$ cat src/hdl/dqm_pkg.sv
// Shared types and constants for the MFCC DCT and int8 quantization block.
package dqm_pkg;

	localparam int BIN_W = 6;
	localparam int IDX_W = 6;
	localparam int ENERGY_W = 16;
	localparam int SUM_W = 40;
	localparam int SCALE_W = 24;
	localparam int OFFSET_W = 16;
	localparam int ROM_W = 16;
	localparam int VALUE_W = 8;
	localparam int PADDR_W = 3;
	localparam int PDATA_W = 32;

	typedef logic [BIN_W-1:0] bin_t;
	typedef logic [IDX_W-1:0] idx_t;
	typedef logic signed [SUM_W-1:0] sum_t;

	// register select is the word address bit
	localparam logic REG_SCALE = 1'b0;
	localparam logic REG_OFFSET = 1'b1;

	localparam logic [SCALE_W-1:0] SCALE_RESET = 24'd65536;
	localparam logic signed [OFFSET_W-1:0] OFFSET_RESET = 16'sd0;

	// Taylor series divisors j*(j+1)
	localparam logic [63:0] COS_DIV [1:8] = '{64'd2, 64'd12, 64'd30, 64'd56,
		64'd90, 64'd132, 64'd182, 64'd240};
	localparam logic [63:0] SIN_DIV [1:8] = '{64'd6, 64'd20, 64'd42, 64'd72,
		64'd110, 64'd156, 64'd210, 64'd272};

	localparam logic [63:0] PI_Q30 = 64'd3373259426;
	localparam logic [63:0] ONE_Q30 = 64'd1073741824;

	typedef struct packed {
		logic vld;
		bin_t bin;
		logic signed [ENERGY_W-1:0] energy;
	} chain_t;

endpackage

$ cat src/hdl/dqm_quant.sv
// Quantizer pipeline: scale, offset, round half away from zero, saturate to int8.
module dqm_quant (
	input  logic                                  clk,
	input  logic                                  arst_n,
	input  logic                                  in_vld,
	output logic                                  in_rdy,
	input  dqm_pkg::sum_t                         in_sum,
	input  dqm_pkg::idx_t                         in_idx,
	input  logic                                  in_last,
	input  logic [dqm_pkg::SCALE_W-1:0]           scale,
	input  logic signed [dqm_pkg::OFFSET_W-1:0]   offset,
	output logic                                  out_vld,
	input  logic                                  out_stall,
	output logic signed [dqm_pkg::VALUE_W-1:0]    out_value,
	output dqm_pkg::idx_t                         out_idx,
	output logic                                  out_last
);

	logic v_s1, v_s2, v_s3, v_s4;
	logic ld_s1, ld_s2, ld_s3, ld_s4;
	dqm_pkg::idx_t idx_s1, idx_s2, idx_s3, idx_s4;
	logic last_s1, last_s2, last_s3, last_s4;
	logic [43:0] plo_s1;
	logic signed [44:0] phi_s1;
	logic signed [63:0] s_s2;
	logic neg_s3;
	logic [63:0] mag_s3;
	logic signed [dqm_pkg::VALUE_W-1:0] value_s4;
	logic signed [63:0] s_comb;
	logic [63:0] mag_comb;
	logic [24:0] rq;
	logic signed [dqm_pkg::VALUE_W-1:0] value_comb;

	assign ld_s4 = !v_s4 || !out_stall;
	assign ld_s3 = !v_s3 || ld_s4;
	assign ld_s2 = !v_s2 || ld_s3;
	assign ld_s1 = !v_s1 || ld_s2;
	assign in_rdy = ld_s1;

	always_ff @(posedge clk or negedge arst_n) begin
		if (!arst_n) begin
			v_s1 <= 1'b0;
			v_s2 <= 1'b0;
			v_s3 <= 1'b0;
			v_s4 <= 1'b0;
		end else begin
			if (ld_s1) v_s1 <= in_vld;
			if (ld_s2) v_s2 <= v_s1;
			if (ld_s3) v_s3 <= v_s2;
			if (ld_s4) v_s4 <= v_s3;
		end
	end

	assign s_comb = ({{19{phi_s1[44]}}, phi_s1} <<< 20) + $signed({20'd0, plo_s1})
		+ ({{48{offset[15]}}, offset} <<< 31);

	assign mag_comb = s_s2[63] ? (~$unsigned(s_s2) + ((64'd1 << 38) + 64'd1))
		: ($unsigned(s_s2) + (64'd1 << 38));

	assign rq = mag_s3[63:39];

	always_comb begin
		if (neg_s3) begin
			value_comb = (rq > 25'd128) ? -8'sd128 : -$signed(rq[7:0]);
		end else begin
			value_comb = (rq > 25'd127) ? 8'sd127 : $signed(rq[7:0]);
		end
	end

	always_ff @(posedge clk) begin
		if (ld_s1) begin
			plo_s1 <= in_sum[19:0] * scale;
			phi_s1 <= $signed(in_sum[39:20]) * $signed({1'b0, scale});
			idx_s1 <= in_idx;
			last_s1 <= in_last;
		end
		if (ld_s2) begin
			s_s2 <= s_comb;
			idx_s2 <= idx_s1;
			last_s2 <= last_s1;
		end
		if (ld_s3) begin
			neg_s3 <= s_s2[63];
			mag_s3 <= mag_comb;
			idx_s3 <= idx_s2;
			last_s3 <= last_s2;
		end
		if (ld_s4) begin
			value_s4 <= value_comb;
			idx_s4 <= idx_s3;
			last_s4 <= last_s3;
		end
	end

	assign out_vld = v_s4;
	assign out_value = value_s4;
	assign out_idx = idx_s4;
	assign out_last = last_s4;

endmodule

$ cat config.mk
export PLATFORM = sky130hd
export DESIGN_NAME = dqm_quant
export DESIGN_NICKNAME = d
export VERILOG_FILES = /design/src/hdl/dqm_pkg.sv /design/src/hdl/dqm_quant.sv
export SDC_FILE = /design/constraint.sdc
export NUM_CORES = 2
export LEC_CHECK = 0
export BUFFER_PORTS_ARGS = -buffer_cell sky130_fd_sc_hd__buf_2
export CORE_UTILIZATION = 40
export CTS_CLUSTER_DIAMETER = 30
export DETAILED_ROUTE_END_ITERATION = 8
export GPL_TIMING_DRIVEN = 0
export PLACE_DENSITY = 0.53
export SETUP_SLACK_MARGIN = 0.2
export SLEW_MARGIN = 30
export SYNTH_ARGS = -nofsm -noshare
export SYNTH_HDL_FRONTEND = slang
export SYNTH_SLANG_ARGS = --single-unit
$ cat constraint.sdc
create_clock -name clk -period 11.7 [get_ports clk]
set_clock_uncertainty 0.15 [all_clocks]
set_input_delay 0.585 -clock clk [delete_from_list [all_inputs] [get_ports clk]]
set_output_delay 0.585 -clock clk [all_outputs]
set_load 0.005 [all_outputs]
; Word level (Yosys, flattened, before mapping)
; Cells that the tools add are included.
[op_classes]
n_addsub = 5
n_mul = 2
n_lt_le_gt_ge = 2
muxes = 4
bitwise_logic = 1
reduce_logical = 9
[op_table]
columns = operator, count
row1 = "64-bit by 39-bit adder with 64-bit output, second input constant", 2
row2 = 64-bit by 44-bit adder with 64-bit output, 1
row3 = 64-bit adder, 1
row4 = 64-bit 2-to-1 mux, 1
row5 = 64-bit inverter, 1
row6 = 20-bit by 24-bit multiplier with 44-bit output, 1
row7 = 20-bit by 25-bit multiplier with 44-bit output, 1
row8 = "25-bit by 7-bit > comparator with 1-bit output, second input constant", 1
row9 = "25-bit by 8-bit > comparator with 1-bit output, second input constant", 1
row10 = 8-bit 2-to-1 mux, 3
row11 = 8-bit negation, 1
row12 = 1-bit zero test, 5
row13 = 1-bit logical OR, 4
[totals]
ff_bits = 257
input_bits = 91
out_inout_bits = 17
elab_cells = 41

; Depth between registers and ports, before layout
[logic_depth]
depth_word = 5
mapped_depth = 27
ltp_nobuf = 25

; Worst setup path before layout
; No wires, ideal clock.
[synth_path]
path_kind = input -> register
start = input port in_sum[25]
end = register phi_s1[43] (data pin)
setup_time_ps = 264
arrival_ps = 6660
t_required_ps = 11286
setup_slack_ps = 4626
path_stages = 22
n_path_buf = 2
cell_sequence = clkbuf_1 -> nand2_1 -> fa_1 -> fa_1 -> fa_1 -> inv_1 -> fa_1 -> fa_1 -> fa_1 -> inv_1 -> fa_1 -> inv_1 -> ha_1 -> clkbuf_1 -> nand3_1 -> nor4_1 -> o21ai_0 -> a31oi_1 -> a2111oi_0 -> a211oi_1 -> a221oi_1 -> xnor2_1
[synth_between]
elab_chain_len = 1
[synth_rtl]
columns = element, line
row1 = start: declaration, dqm_quant.sv:7  ; input dqm_pkg::sum_t in_sum,
row2 = 20-bit by 25-bit multiplier with 44-bit output, dqm_quant.sv:73  ; phi_s1 <= $signed(in_sum[39:20]) * $signed({1'b0, scale});
row3 = end signal: assignment, dqm_quant.sv:73
row4 = end: declaration, dqm_quant.sv:24  ; logic signed [44:0] phi_s1;
; No other way between the ends.
; A chain may end at the register's enable or synchronous reset.

; Final worst setup path
; Ends and elaborated chain as after synthesis.

==> reports/qor.csv <==
stage,metric,value,unit
status,outcome,"finished, violations left",
status,violated checks,DRC,
grt,total track usage,25.8,%
route,Final Routed Wirelength,136000,um
logic_synthesis,#FFs+latches synth,218,
die,Die Wd,329,um
logic_synthesis,xor/xnor share of the synthesized area,3.10,%
finish,Area Growth Syn to Fin,7.75,%
die,num ports,108,
clock_network,H-tree Lvls,1,
timing,Tmin final,8.31,ns
die,Die Ht,329,um
logic_synthesis,largest family of logic cells by synthesized area,adder cells,
logic_synthesis,Synth Warn #,0,
die,row cnt,119,
timing,Final Hold Vio Count,0,
timing,period utilization,71.0,%
clock_network,"CTS clk-pin slew, worst paths",0.06,ns
finish,fillers,10426,
grt,largest net degree at the start of global routing,51,
finish,final net count,5888,
logic_synthesis,ys async rst share,1.83,%
setup_path,CP startpoint kind,input port,
logic_synthesis,Post-Synthesis Cell Area,42700,um^2
timing,unrepaired setup endpoints after global routing,no,
route,DR pass1 iterations,7,
route,drt drc,38,
die,Initial Util,40.4,%
logic_synthesis,Synth Area in Compound Gates,6.83,%
grt,global route overflow,0,
timing,Highest Clock Rate,0.120,GHz
setup_path,"slowest stage delay, CP",0.67,ns
route,Starting DRT DRC Count,2417,
setup_path,Setup CP Type,input port to flip-flop,
grt,first-pass GRT wire length,205000,um
timing,Final Max Slew Viols,0,
setup_path,Crit path top cell by count,fa_1,
clock_network,post-CTS resize count,0,
timing,Rel. slew slack,24.1,%
clock_network,# clock sinks,218,
logic_synthesis,Post-synth EDFFs,214,
setup_path,CP max FO,10,
setup_path,CP cell instances,"buf_2, clkbuf_1, nand2_1, fa_1, fa_1, fa_1, inv_1, fa_1, fa_1, fa_1, inv_1, fa_1, inv_1, ha_1, clkbuf_1, nand3_1, nor4_1, o21ai_0, a31oi_1, a2111oi_0, a211oi_1, a221oi_1, xnor2_1",
clock_network,clock root buffer,clkbuf_16,
grt,initial antenna violation count,16,
route,DR vias,31070,
run,Max Cap Viol,0,
route,per-cell routed wire length,22.6,um
timing,TNS Setup,0,ns
setup_path,Crit path arrival time,8.46,ns
finish,layout cells sized above 1,4.44,%
route,Post-DRT Antenna Nets,0,
clock_network,clock latency on the worst-skew pair,0.55,ns
logic_synthesis,sequential share of the synthesized area,15.3,%
placed_design,post-placement cell count,5953,
placed_design,Final Wtd Congestion,0.984,
logic_synthesis,Avg Inst Size Synth,9.55,um^2
logic_synthesis,synth unique cells,66,
logic_synthesis,"Top FF cell, synth",edfxtp_1,
placed_design,port bufs,83,
timing,# setup viols final,0,
die,die area,108000,um^2
placed_design,dpl hpwl,113000,um
finish,fin cells,6008,
timing,slew at the pin with the worst max-slew slack,1.14,ns
setup_path,Worst EP required,11.85,ns
clock_network,CTS tree,done,
clock_network,worst-case clock buffer depth,3,
logic_synthesis,Post-Synth Simple-Gate Area,15.7,%
clock_network,CTS Buf Count,27,
setup_path,Critical Path Sink Type,flip-flop,
logic_synthesis,Synth Instances,4470,
route,DR vias/cell,5.17,
grt,vias in the first global route,32210,
worst_hold_path,worst hold path class,input port to flip-flop,
die,CORE AREA,106000,um^2
logic_synthesis,syn nets,5766,
setup_path,slowest CP cell,clkbuf_1,
logic_synthesis,Post-Synth Adder-Cell Area,49.4,%
logic_synthesis,multiplexer share of the synthesized area,0.0469,%
==> cells in the mapped netlist (all sizes together), types with 3 or more instances <==
cell	instances	area, um^2
inv	885	3320
fa	799	16000
nand2	576	2160
and2	475	2970
ha	406	5080
clkbuf	220	826
edfxtp	214	6430
a21oi	147	747
xnor2	100	876
nor2	91	342
o21ai	78	390
a21o	70	526
xor2	51	447
nand3	33	165
nand4	30	188
a31oi	29	181
nand2b	25	156
a211oi	19	143
and3	19	119
nor4	19	131
o21bai	19	143
nor3	15	80.1
nor2b	13	81.3
o211ai	13	97.6
o21a	12	90.1
or3	11	78.8
a21boi	10	75.1
o31ai	9	67.6
or2	7	43.8
o22ai	6	37.5
o311ai	6	52.6
and4	5	43.8
a2111oi	4	35.0
a221oi	4	35.0
a22oi	4	35.0
dfrtp	4	100
o221ai	4	35.0
a211o	3	26.3
a221o	3	30.0
a41oi	3	26.3
nor4b	3	41.3
or3b	3	26.3
or4	3	26.3
==> final cells by class <==
type                    instances  area [um^2]  share of cell area, %
well taps                    1391         1740                   3.78
plain buffers                 220          876                   1.90
multi-input cells            3147        32000                   69.6
diodes                          4         10.0                 0.0218
inverters                     885         3320                   7.22
flip-flops and latches        218         6530                   14.2
clock buffers                  27          676                   1.47
clock inverters                23          269                  0.585
repair buffers                 93          549                   1.19
==> registers in the layout, summed over array words and instances (netlist names), 6 cells and up <==
name       count
s_s2          64
out_value      8
phi_s1        44
idx_s3         6
mag_s3        25
plo_s1        44
idx_s2         6
out_idx        6
idx_s1         6
==> worst max-delay path: cells and delay by family <==
kind | cells | cell delay [ns]
AND/OR/NAND/NOR | 3 | 0.74
buffers and inverters | 6 | 1.36
adder cells (fa/ha/maj) | 8 | 3.88
XOR/XNOR | 1 | 0.16
AO/OA/AOI/OAI | 5 | 1.69
==> repair_timing <==
item	4_1_cts	5_1_grt
hold buffers	1	0
setup buffers	0	0
endpoints found under the setup margin	0	0
hold endpoints to repair	4	0
==> metrics by stage <==
| step | setup slack (ns) | hold slack (ns) | cell area [um^2] | utilization (%) |
|---|---|---|---|---|
| after CTS | 3.43 | 0.0277 | 46000 | 43.6 |
| after detailed placement | 2.87 | 0.247 | 45000 | 42.7 |
| after global placement | 2.85 | 0.244 | 44800 | 42.5 |
| after global routing | 3.12 | 0.0415 | 46000 | 43.6 |
| final | 3.39 | 0.0591 | 46000 | 43.6 |
| after floorplan | 4.63 | 0.139 | 42700 | - |
==> kinds of logic (layout without fill, tap and decap cells) <==
family	Yosys count	in the layout
adders and majority gates	1205	1205
and+or+nand+nor	1331	1331
AOI/OAI and AO/OA	458	458
buffers and inverters	1105	1248
DFF	218	218
muxes	2	2
other	0	4
xor gates and xnor gates	151	151
==> final timing paths <==
path                       cells past startpoint          to  slack [ns]        from
setup / recovery                              23  phi_s1[43]        3.39  in_sum[25]
hold / removal                                 1   idx_s1[3]        0.06   in_idx[3]
setup reg to reg                              12    s_s2[61]        7.29  plo_s1[21]
hold reg to reg                                0   idx_s3[4]        0.26   idx_s2[4]
max in group asynchronous                      2     out_vld       11.07      arst_n
min in group asynchronous                      2        v_s1        0.22      arst_n
==> placed cells by master (no fill, tap or decap), types with 6 or more instances in the layout <==
| cell | count |
|---|---|
| a211oi_1 | 19 |
| a21boi_0 | 9 |
| a21o_1 | 70 |
| a21oi_1 | 146 |
| a31oi_1 | 29 |
| and2_1 | 475 |
| and3_1 | 19 |
| buf_2 | 83 |
| clkbuf_1 | 180 |
| clkbuf_16 | 27 |
| clkbuf_2 | 40 |
| edfxtp_1 | 214 |
| fa_1 | 799 |
| ha_1 | 406 |
| inv_1 | 885 |
| nand2_1 | 574 |
| nand2b_1 | 25 |
| nand3_1 | 32 |
| nand4_1 | 30 |
| nor2_1 | 91 |
| nor2b_1 | 13 |
| nor3_1 | 14 |
| nor4_1 | 17 |
| o211ai_1 | 13 |
| o21a_1 | 12 |
| o21ai_0 | 77 |
| o21bai_1 | 19 |
| o22ai_1 | 6 |
| o311ai_0 | 6 |
| o31ai_1 | 9 |
| or2_2 | 7 |
| or3_1 | 9 |
| xnor2_1 | 100 |
| xor2_1 | 51 |
==> per-layer routing <==
metal | track usage [%] | wire length [um]
met1 | 35.4 | 59300
met3 | 4.72 | 10800
met5 | 0 | 42
met4 | 8.67 | 5100
met2 | 40.8 | 60500
Power is not shown: default switching activity piles up to over one toggle a cycle in this logic, so the estimate is an artifact.
