[config.mk]
export PLATFORM = sky130hd
export DESIGN_NAME = dqm_cell
export DESIGN_NICKNAME = d
export VERILOG_FILES = /design/src/hdl/dqm_pkg.sv /design/src/hdl/dqm_cell.sv
export SDC_FILE = /design/constraint.sdc
export NUM_CORES = 1
export LEC_CHECK = 0
export ABC_CLOCK_PERIOD_IN_PS = 6400
export BUFFER_PORTS_ARGS = -buffer_cell sky130_fd_sc_hd__clkbuf_2
export CAP_MARGIN = 25
export CORE_MARGIN = 2
export CORE_UTILIZATION = 25
export DETAILED_ROUTE_END_ITERATION = 16
export PLACE_DENSITY_LB_ADDON = 0.05
export SYNTH_ARGS = -nofsm -noshare
export SYNTH_HDL_FRONTEND = slang
export SYNTH_SLANG_ARGS = --single-unit
[constraint.sdc]
create_clock -name clk -period 6.4 [get_ports clk]
set_input_delay 0.32 -clock clk [delete_from_list [all_inputs] [get_ports clk]]
set_output_delay 0.32 -clock clk [all_outputs]
set_load 0.05 [all_outputs]
[src/hdl/dqm_pkg.sv]
// Shared types and constants for the MFCC DCT and int8 quantization block.
package dqm_pkg;

	localparam int BIN_W = 6;
	localparam int IDX_W = 6;
	localparam int ENERGY_W = 16;
	localparam int SUM_W = 40;
	localparam int SCALE_W = 24;
	localparam int OFFSET_W = 16;
	localparam int ROM_W = 16;
	localparam int VALUE_W = 8;
	localparam int PADDR_W = 3;
	localparam int PDATA_W = 32;

	typedef logic [BIN_W-1:0] bin_t;
	typedef logic [IDX_W-1:0] idx_t;
	typedef logic signed [SUM_W-1:0] sum_t;

	// register select is the word address bit
	localparam logic REG_SCALE = 1'b0;
	localparam logic REG_OFFSET = 1'b1;

	localparam logic [SCALE_W-1:0] SCALE_RESET = 24'd65536;
	localparam logic signed [OFFSET_W-1:0] OFFSET_RESET = 16'sd0;

	// Taylor series divisors j*(j+1)
	localparam logic [63:0] COS_DIV [1:8] = '{64'd2, 64'd12, 64'd30, 64'd56,
		64'd90, 64'd132, 64'd182, 64'd240};
	localparam logic [63:0] SIN_DIV [1:8] = '{64'd6, 64'd20, 64'd42, 64'd72,
		64'd110, 64'd156, 64'd210, 64'd272};

	localparam logic [63:0] PI_Q30 = 64'd3373259426;
	localparam logic [63:0] ONE_Q30 = 64'd1073741824;

	typedef struct packed {
		logic vld;
		bin_t bin;
		logic signed [ENERGY_W-1:0] energy;
	} chain_t;

endpackage

[src/hdl/dqm_cell.sv]
// One accumulating cell: cosine column, product stage, running sum and unload hold.
module dqm_cell #(
	parameter int NUM_BINS = 40,
	parameter int COEFF_IDX = 0
) (
	input  logic                 clk,
	input  logic                 arst_n,
	input  dqm_pkg::chain_t      item_in,
	output dqm_pkg::chain_t      item_out,
	input  logic                 shift,
	input  dqm_pkg::sum_t        hold_in,
	output dqm_pkg::sum_t        hold_out,
	output logic                 done
);

	localparam int BIN_IW = $clog2(NUM_BINS);
	localparam int ROM_DEPTH = 2 ** BIN_IW;

	function automatic logic signed [15:0] rom_entry(input int unsigned n);
		logic [63:0] rem;
		logic [63:0] res;
		logic [63:0] bit_v;
		logic [63:0] p;
		logic [63:0] q;
		logic [63:0] r;
		logic [63:0] x;
		logic [63:0] x2;
		logic [63:0] term;
		logic [63:0] tmp;
		logic [63:0] v;
		logic [63:0] mag;
		logic signed [63:0] acc;
		rem = (64'd1 << 61) / NUM_BINS;
		res = '0;
		for (int i = 0; i < 32; i++) begin
			bit_v = 64'd1 << (62 - 2 * i);
			if (rem >= res + bit_v) begin
				rem = rem - (res + bit_v);
				res = (res >> 1) + bit_v;
			end else begin
				res = res >> 1;
			end
		end
		p = (64'(2 * n + 1) * 64'(COEFF_IDX)) % (4 * NUM_BINS);
		q = p / NUM_BINS;
		r = p % NUM_BINS;
		x = (r * dqm_pkg::PI_Q30) / (2 * NUM_BINS);
		x2 = (x * x) >> 30;
		term = q[0] ? x : dqm_pkg::ONE_Q30;
		acc = $signed(term);
		for (int i = 1; i <= 8; i++) begin
			tmp = (term * x2) >> 30;
			if (q[0])
				term = tmp / dqm_pkg::SIN_DIV[i];
			else
				term = tmp / dqm_pkg::COS_DIV[i];
			if (i % 2 == 1)
				acc = acc - $signed(term);
			else
				acc = acc + $signed(term);
		end
		if (acc < 0)
			acc = 0;
		if (acc > $signed(dqm_pkg::ONE_Q30))
			acc = $signed(dqm_pkg::ONE_Q30);
		v = $unsigned(acc);
		mag = (res * v + (64'd1 << 44)) >> 45;
		if (mag > 64'd32767)
			mag = 64'd32767;
		if (q == 64'd1 || q == 64'd2)
			return -$signed(16'(mag));
		return $signed(16'(mag));
	endfunction

	logic signed [dqm_pkg::ROM_W-1:0] rom_w [ROM_DEPTH];

	for (genvar n = 0; n < ROM_DEPTH; n++) begin : g_rom
		localparam logic signed [15:0] ENTRY = (n < NUM_BINS) ? rom_entry(n) : 16'sd0;
		assign rom_w[n] = ENTRY;
	end

	dqm_pkg::chain_t item_q;
	logic signed [31:0] prod_s1;
	logic vld_s1;
	logic last_s1;
	dqm_pkg::sum_t sum_q;
	dqm_pkg::sum_t hold_q;
	dqm_pkg::sum_t sum_next;

	always_ff @(posedge clk or negedge arst_n) begin
		if (!arst_n) begin
			item_q <= '0;
			vld_s1 <= 1'b0;
			last_s1 <= 1'b0;
		end else begin
			item_q <= item_in;
			vld_s1 <= item_q.vld;
			last_s1 <= (item_q.bin == dqm_pkg::bin_t'(NUM_BINS - 1));
		end
	end

	always_ff @(posedge clk) begin
		prod_s1 <= item_q.energy * rom_w[item_q.bin[BIN_IW-1:0]];
	end

	assign sum_next = sum_q + {{(dqm_pkg::SUM_W - 32){prod_s1[31]}}, prod_s1};

	always_ff @(posedge clk or negedge arst_n) begin
		if (!arst_n) begin
			sum_q <= '0;
		end else if (vld_s1) begin
			sum_q <= last_s1 ? '0 : sum_next;
		end
	end

	always_ff @(posedge clk) begin
		if (vld_s1 && last_s1) begin
			hold_q <= sum_next;
		end else if (shift) begin
			hold_q <= hold_in;
		end
	end

	assign item_out = item_q;
	assign hold_out = hold_q;
	assign done = vld_s1 && last_s1;

endmodule

# After elaboration in Yosys (flattened, before gate mapping)
# Memory sizes are Yosys's and may differ from the RTL's.
# Cells that the tools add are included.
# totals
out_inout_bits	64
inputBits	66
memories	1
reg_bits	137
wordCells	21
rom_bits	1024
# mem_list
memory	words	word_bits	rd	rd_ports_with_merged_regs	wr	line	rtl
(name not given)	64	16	1	0	0	dqm_cell.sv:103	prod_s1 <= item_q.energy * rom_w[item_q.bin[BIN_IW-1:0]];
# classes
mul	1
eq_ne	1
order_cmp	1
n_mux	5
n_addsub	1
bitwise_logic	1
n_reduce_logical	2
# ops
cell	n
$mux W40	3
$add A40 B40 Y40	1
$mul A16 B16 Y32	1
$mux W16	2
$ge A7 B7 Y1 const B	1
$not A6 Y7	1
$eq A6 B6 Y1 const B	1
$reduce_bool A2 Y1	1
$logic_and A1 B1 Y1	1

# Logic depth before layout (Yosys ltp)
# Gate-level depths: netlist of the first run.
# depth
depth_word	5
depth_mapped	25
mapped_depth_nobuf	24

# Least setup slack after synthesis of the first run
# Ideal clock, no wire load.
# synth_path
path_kind	register to register
start	reg item_q (netlist bit item_out[19])
end	reg prod_s1[30]
t_arrival_ns	6.499
period_less_slack_ns	6.632
t_required_ns	6.266
n_path_buf	2
path_slack_ns	-0.232
stages_incl_launch_ff	26
setup_time_ns	0.134
cell_sequence	dfrtp_1 > o21ai_0 > clkbuf_1 > clkbuf_1 > nand2_1 > inv_1 > fa_1 > ha_1 > inv_1 > fa_1 > inv_1 > fa_1 > fa_1 > inv_1 > fa_1 > inv_1 > ha_1 > a21o_1 > a21o_1 > a21oi_1 > o311ai_1 > o311ai_1 > o21ai_1 > a21o_1 > a31oi_1 > xnor2_1
# synth_between
elab_chain_len	5
# synth_lines
item	line	rtl
from (decl)	dqm_cell.sv:82	dqm_pkg::chain_t item_q;
from (signal assigned)	dqm_cell.sv:96	item_q <= item_in;
$not A6 Y7 (implied by the code)	dqm_cell.sv:103	
$mem_v2 Z64 W16	-	
$mux W16 (implied by the code) (2 in a row)	dqm_cell.sv:103	
$mul A16 B16 Y32	dqm_cell.sv:103	
to (signal assigned)	dqm_cell.sv:103	
to (decl)	dqm_cell.sv:83	logic signed [31:0] prod_s1;
# No other way between the ends. The select of a mux whose other input is x is not followed.
# A chain may end at the register's enable or synchronous reset.

# Final worst setup path of the first run
# Ends and elaborated chain as after synthesis.

==> results of run 1 <==
[worst min path at each step]
| stage | start | endpoint | slack, ps | cells past startpoint |
|---|---|---|---|---|
| 6_report | hold_in[5] | hold_out[5] | 110 | 3 |
| 5_1_grt | hold_in[5] | hold_out[5] | 100 | 3 |
| 4_1_cts | arst_n | sum_q[3] | 20 | 1 |
| 3_5_place_dp | item_out[22] | vld_s1 | 390 | 0 |
| 3_3_place_gp | item_out[22] | vld_s1 | 400 | 0 |
| 2_1_floorplan | arst_n | item_out[0] | 20 | 0 |
[what timing repair did]
item                                    4_1_cts  5_1_grt
setup buffers                                 0        2
resized for setup                             0        9
hold buffers                                 23        1
hold endpoints to repair                     23       65
endpoints found under the setup margin        0        4
[where the power goes]
part	total, mW	internal, mW	switching, mW
registers	1.36	1.20	0.157
clock network	1.04	0.593	0.450
logic	5.47	2.22	3.25
total	7.87	4.02	3.86
[state kept, by name, indices dropped and copies added (netlist names)]
register / count
hold_out: 40
prod_s1: 32
sum_q: 40
vld_s1: 1
item_out: 23
last_s1: 1
[per-layer routing]
layer,GRT usage,vias up,part of all wire
li1,-,4297,-
met1,0.203,3978,0.51
met2,0.225,137,0.44
met3,0.0265,35,0.032
met4,0.0562,2,0.022
met5,0,-,0.00037
[critical path, delay by kind of cell (launching register included)]
family                     cells  cell delay (ps)
adders and majority gates      7             3120
buffers and inverters          8              810
AOI/OAI and AO/OA              8             1370
and+or+nand+nor                1               80
xor gates and xnor gates       1              140
DFF                            1              410
[area by class of cell]
cell class	count	area [sq um]	area share
clock buffers	18	439	0.0318
clock inverters	14	164	0.0119
repair buffers	175	1090	0.0789
inverters	161	608	0.0440
multi-input cells	826	7290	0.528
well taps	600	751	0.0544
flip-flops and latches	137	3470	0.251
[cell usage in the layout (no fill, tap or decap), types with 4 or more instances in the layout]
cell type,instances
a211oi_1,7
nor3_1,13
clkinv_4,4
o21bai_1,12
o21a_1,6
a2111oi_0,4
o21ai_1,24
o21ai_0,60
and2_1,7
dfxtp_1,32
ha_1,148
buf_4,20
nor2_1,51
inv_1,157
fa_1,86
a21o_1,37
nand2_1,86
dfrtp_1,62
a21oi_1,64
xor2_1,30
nand3_1,13
nor2b_1,7
edfxtp_1,40
o2bb2ai_1,35
clkbuf_16,17
xnor2_1,45
clkbuf_2,128
and3_1,4
a31oi_1,4
dlygate4sd3_1,24
nand2_2,6
nand4_1,9
mux2_2,4
[logic make-up (layout without fill, tap and decap cells)]
logic type                 Yosys count  in the layout  synth area share
and+or+nand+nor                    217            217            0.0872
xor gates and xnor gates            77             77            0.0602
DFF                                137            137             0.303
buffers and inverters              195            368            0.0643
adders and majority gates          234            234             0.312
muxes                                6              6           0.00568
AOI/OAI and AO/OA                  292            292             0.168
==> impl_metrics.env, run 1 <==
export IMPL_outcome="finished, final reports clean"
export IMPL_pin_count=130
export IMPL_worstSetupEndpointType="flop"
export IMPL_gp_congestion=0.819
export IMPL_dieArea_sq_mm=0.0476
export IMPL_cp_max_fo=7
export IMPL_async_flop_share=0.474
export IMPL_antenna_found_initial=2
export IMPL_power_mw=7.87
export IMPL_syn_area_sq_mm=0.0115
export IMPL_area_growth_pct=20.5
export IMPL_synth_top_area_share=0.162
export IMPL_core_area_sq_mm=0.0453
export IMPL_cts_buffers=17
export IMPL_crit_path_start_kind="flop"
export IMPL_dpl_cell_area_sq_mm=0.0129
export IMPL_dieHeight_um=218
export IMPL_holdWs_ps=110
export IMPL_endpoint="prod_s1[30]"
export IMPL_avgSynthCellArea_sq_um=9.89
export IMPL_crit_type="reg -> reg"
export IMPL_fmax_mhz=166
export IMPL_timing_rr_start="item_out[19]"
export IMPL_clk_path_buf_depth=2
export IMPL_wl_um=32600
export IMPL_final_core_util=0.305
export IMPL_port_buffers=129
export IMPL_antenna_left=0
export IMPL_row_count=78
export IMPL_syn_num_nets=1458
export IMPL_overflow=0
export IMPL_layout_setup_ws_ps=375
export IMPL_synth_warnings=0
export IMPL_cp_slowest_cell="fa_1"
export IMPL_r2r_end="prod_s1[30]"
export IMPL_syn_instance_count=1158
export IMPL_netlist_top_cells_count="inv_1, ha_1, nand2_1"
export IMPL_fin_cells=1931
export IMPL_finalCriticalPeriod_ps=6020
export IMPL_dr_pass1_iters=4
export IMPL_final_cell_area_sq_mm=0.0138
export IMPL_slew_violations=0
export IMPL_synthTopCellsByArea="ha_1, fa_1, dfrtp_1, edfxtp_1, dfxtp_1"
export IMPL_vias=8449
export IMPL_drive_above_1_share=0.168
export IMPL_dp_cells=1872
export IMPL_nNetsFinal=1618
export IMPL_drt_iter0_drc=368
export IMPL_power_density_mw_per_mm2=570
export IMPL_clkSlewWorstSetupHoldPaths_ps=70
export IMPL_clock_latency_ps=480
export IMPL_synth_seq_cells=137
export IMPL_antenna_cells=0
export IMPL_reg2reg_depth=25
export IMPL_synth_flop_cell="dfrtp_1"
export IMPL_worstHoldPathType="in -> reg"
export IMPL_grt_pass1_wl_um=52300
export IMPL_ys_types=71
export IMPL_synth_top_area_cell="ha_1"
export IMPL_root_buffer="clkbuf_16"
export IMPL_maxCapViolCount=0
export IMPL_cts_tree="yes"
export IMPL_viasPerCell=4.38
export IMPL_start_util=0.253
export IMPL_crit_required_ps=6800
export IMPL_cp_startpoint="item_out[19]"
export IMPL_fin_crit_sh=0.941
export IMPL_grt_max_degree=79
export IMPL_tightest_slew_ps=902
export IMPL_yosysMostFrequentCell="inv_1"
export IMPL_drc_errors=0
export IMPL_r2r_slack_ps=380
export IMPL_tns_ps=0
export IMPL_h_tree_depth=4
export IMPL_nFillCells=4791
export IMPL_wl_per_cell_um=16.9
export IMPL_synth_edf_count=40
export IMPL_setup_violations=0
export IMPL_numClockSinks=137
export IMPL_slew_headroom=0.397
export IMPL_grt_usage=0.146
export IMPL_pre_cts_slack_ps=216
export IMPL_cpPeakStageDelay_ps=540
export IMPL_dpl_hpwl_um=26500
export IMPL_grt_pass1_vias=9132
export IMPL_leakagePower_nw=6.66
export IMPL_yosysSeqAreaShare=0.303
export IMPL_irDropWorstVdd_uv=282
export IMPL_cp_arrival_ps=6420
export IMPL_final_setup_skew_ps=19.9
export IMPL_hold_violations=0
export IMPL_fp_dieW_um=218
No activity file was read; power rests on OpenSTA's default activity.
==> run 2, diff against run 1 <==
--- a/config.mk
+++ b/config.mk
@@ -9,8 +9,9 @@
 export BUFFER_PORTS_ARGS = -buffer_cell sky130_fd_sc_hd__clkbuf_2
 export CAP_MARGIN = 25
 export CORE_MARGIN = 2
-export CORE_UTILIZATION = 25
+export CORE_UTILIZATION = 45
 export DETAILED_ROUTE_END_ITERATION = 16
+export MAX_ROUTING_LAYER = met4
 export PLACE_DENSITY_LB_ADDON = 0.05
 export SYNTH_ARGS = -nofsm -noshare
 export SYNTH_HDL_FRONTEND = slang
==> run 2 against run 1 <==
  * Combinational power shrank 2%
  * Maximum frequency fell by 1.7%
  * First-iteration DRC count grew 35%
==> impl_metrics.env, run 2 (synthesis gave the netlist of run 1 again) <==
export IMPL_slew_headroom=0.374
export IMPL_wl_per_cell_um=16.3
export IMPL_core_area_sq_mm=0.0251
export IMPL_drt_iter0_drc=498
export IMPL_grt_usage=0.215
export IMPL_clk_path_buf_depth=2
export IMPL_nNetsFinal=1613
export IMPL_clkSlewWorstSetupHoldPaths_ps=80
export IMPL_fin_crit_sh=0.958
export IMPL_grt_pass1_wl_um=43600
export IMPL_dp_cells=1600
export IMPL_cts_tree="yes"
export IMPL_drive_above_1_share=0.166
export IMPL_port_buffers=129
export IMPL_final_cell_area_sq_mm=0.0134
export IMPL_timing_rr_start="item_out[19]"
export IMPL_crit_type="reg -> reg"
export IMPL_rsz0062_at_grt="yes"
export IMPL_fin_cells=1656
export IMPL_leakagePower_nw=6.63
export IMPL_nFillCells=2372
export IMPL_finalCriticalPeriod_ps=6130
export IMPL_multi_input_area_sq_mm=0.00732
export IMPL_dr_pass1_iters=4
export IMPL_clock_latency_ps=430
export IMPL_final_core_util=0.534
export IMPL_vias=8454
export IMPL_layout_common_cells="inv_1, ha_1, clkbuf_2, nand2_1, fa_1"
export IMPL_fp_dieW_um=164
export IMPL_gp_congestion=0.924
export IMPL_worstSetupEndpointType="flop"
export IMPL_grt_pass1_vias=8530
export IMPL_row_count=58
export IMPL_dieArea_sq_mm=0.0268
export IMPL_slew_violations=0
export IMPL_overflow=0
export IMPL_fmax_mhz=163
export IMPL_hold_violations=0
export IMPL_outcome="finished, final reports clean"
export IMPL_antenna_cells=0
export IMPL_area_growth_pct=17.0
export IMPL_maxCapViolCount=0
export IMPL_viasPerCell=5.11
export IMPL_numClockSinks=137
export IMPL_drc_errors=0
export IMPL_pre_cts_slack_ps=25.0
export IMPL_final_seq_area_sq_mm=0.00347
export IMPL_dieHeight_um=164
export IMPL_final_setup_skew_ps=21.1
export IMPL_setup_violations=0
export IMPL_holdWs_ps=86.3
export IMPL_crit_required_ps=6700
export IMPL_grt_max_degree=79
export IMPL_tightest_slew_ps=938
export IMPL_cp_max_fo=7
export IMPL_pin_count=130
export IMPL_cp_arrival_ps=6430
export IMPL_antenna_left=0
export IMPL_h_tree_depth=4
export IMPL_wl_um=27100
export IMPL_crit_path_start_kind="flop"
export IMPL_cts_buffers=17
export IMPL_cp_startpoint="item_out[19]"
export IMPL_irDropWorstVdd_uv=286
export IMPL_worstHoldPathType="in -> async"
export IMPL_antenna_found_initial=0
export IMPL_layout_commonest_cell="inv_1"
export IMPL_start_util=0.456
export IMPL_dpl_hpwl_um=21400
export IMPL_dpl_cell_area_sq_mm=0.0125
export IMPL_layout_setup_ws_ps=271
export IMPL_root_buffer="clkbuf_16"
export IMPL_power_density_mw_per_mm2=576
## run 2: changes by cell type in the layout (fill, tap and decap cells not counted), sizes merged
cell,change
clkbuf,-1
clkinvlp,+2
clkinv,-4
inv,+4
dlygate4sd3,-1
bufinv,-1
buf,-4
## run 2: final timing paths
| kind | endpoint | slack [ps] | cells past startpoint |
|---|---|---|---|
| max in group asynchronous | sum_q[27] | 5660 | 2 |
| max reg2reg | prod_s1[28] | 270 | 24 |
| min in group clk | hold_out[3] | 160 | 3 |
| max | prod_s1[28] | 270 | 24 |
| min | item_out[16] | 90 | 2 |
| min reg2reg | vld_s1 | 400 | 0 |
## run 2: layout make-up
cell class / instances / share of cell area
Timing Repair Buffer: 170 / 0.0754
Clock inverter: 15 / 0.0116
Multi-Input combinational cell: 826 / 0.546
Sequential cell: 137 / 0.259
Tap cell: 330 / 0.0308
Clock buffer: 17 / 0.0317
Inverter: 161 / 0.0454
## run 2: power by group
part	internal [mW]	switching, mW
Combinational	2.21	3.16
Sequential	1.20	0.151
Clock	0.551	0.448
Total	3.96	3.76
## run 2: worst max-delay path: stages, from the launching register on
cell and delay (ps):
dfrtp_2 430, o21ai_1 140, buf_4 180, nand2_1 110, inv_2 130, fa_1 460
ha_1 310, inv_1 50, fa_1 490, inv_1 50, fa_1 460, fa_1 540
inv_1 50, fa_1 520, inv_1 40, ha_2 310, a21o_1 190, a21o_1 190
a21oi_2 190, o311ai_4 150, o311ai_4 370, o211ai_1 170, a31oi_1 220, o21bai_1 90
xor2_1 140
## run 2: stage by stage
stage | TNS [ps] | power (mW)
floorplan | 0 | 5.38
global placement | 0 | 6.53
detailed placement | 0 | 6.55
CTS | 0 | 7.63
global route | -13.9 | 8.50
finish | 0 | 7.72
## run 2: what timing repair did
| item | CTS | global route |
|---|---|---|
| gates cloned | 0 | 0 |
| pin swaps | 0 | 2 |
| hold buffers | 23 | 0 |
| buffers inserted | 0 | 1 |
| gates resized for setup | 1 | 12 |
| endpoints found under the setup margin | 2 | 7 |
| endpoints found under the hold margin | 23 | 0 |
## run 2: per-layer routing
| layer | global-route usage | vias up | wire, um | part of all wire |
|---|---|---|---|---|
| li1 | - | 4293 | - | - |
| met1 | 0.296 | 3925 | 13500 | 0.50 |
| met2 | 0.339 | 213 | 12100 | 0.45 |
| met3 | 0.0307 | 23 | 1140 | 0.042 |
| met4 | 0.0502 | 0 | 335 | 0.012 |
| met5 | - | - | 0 | 0 |
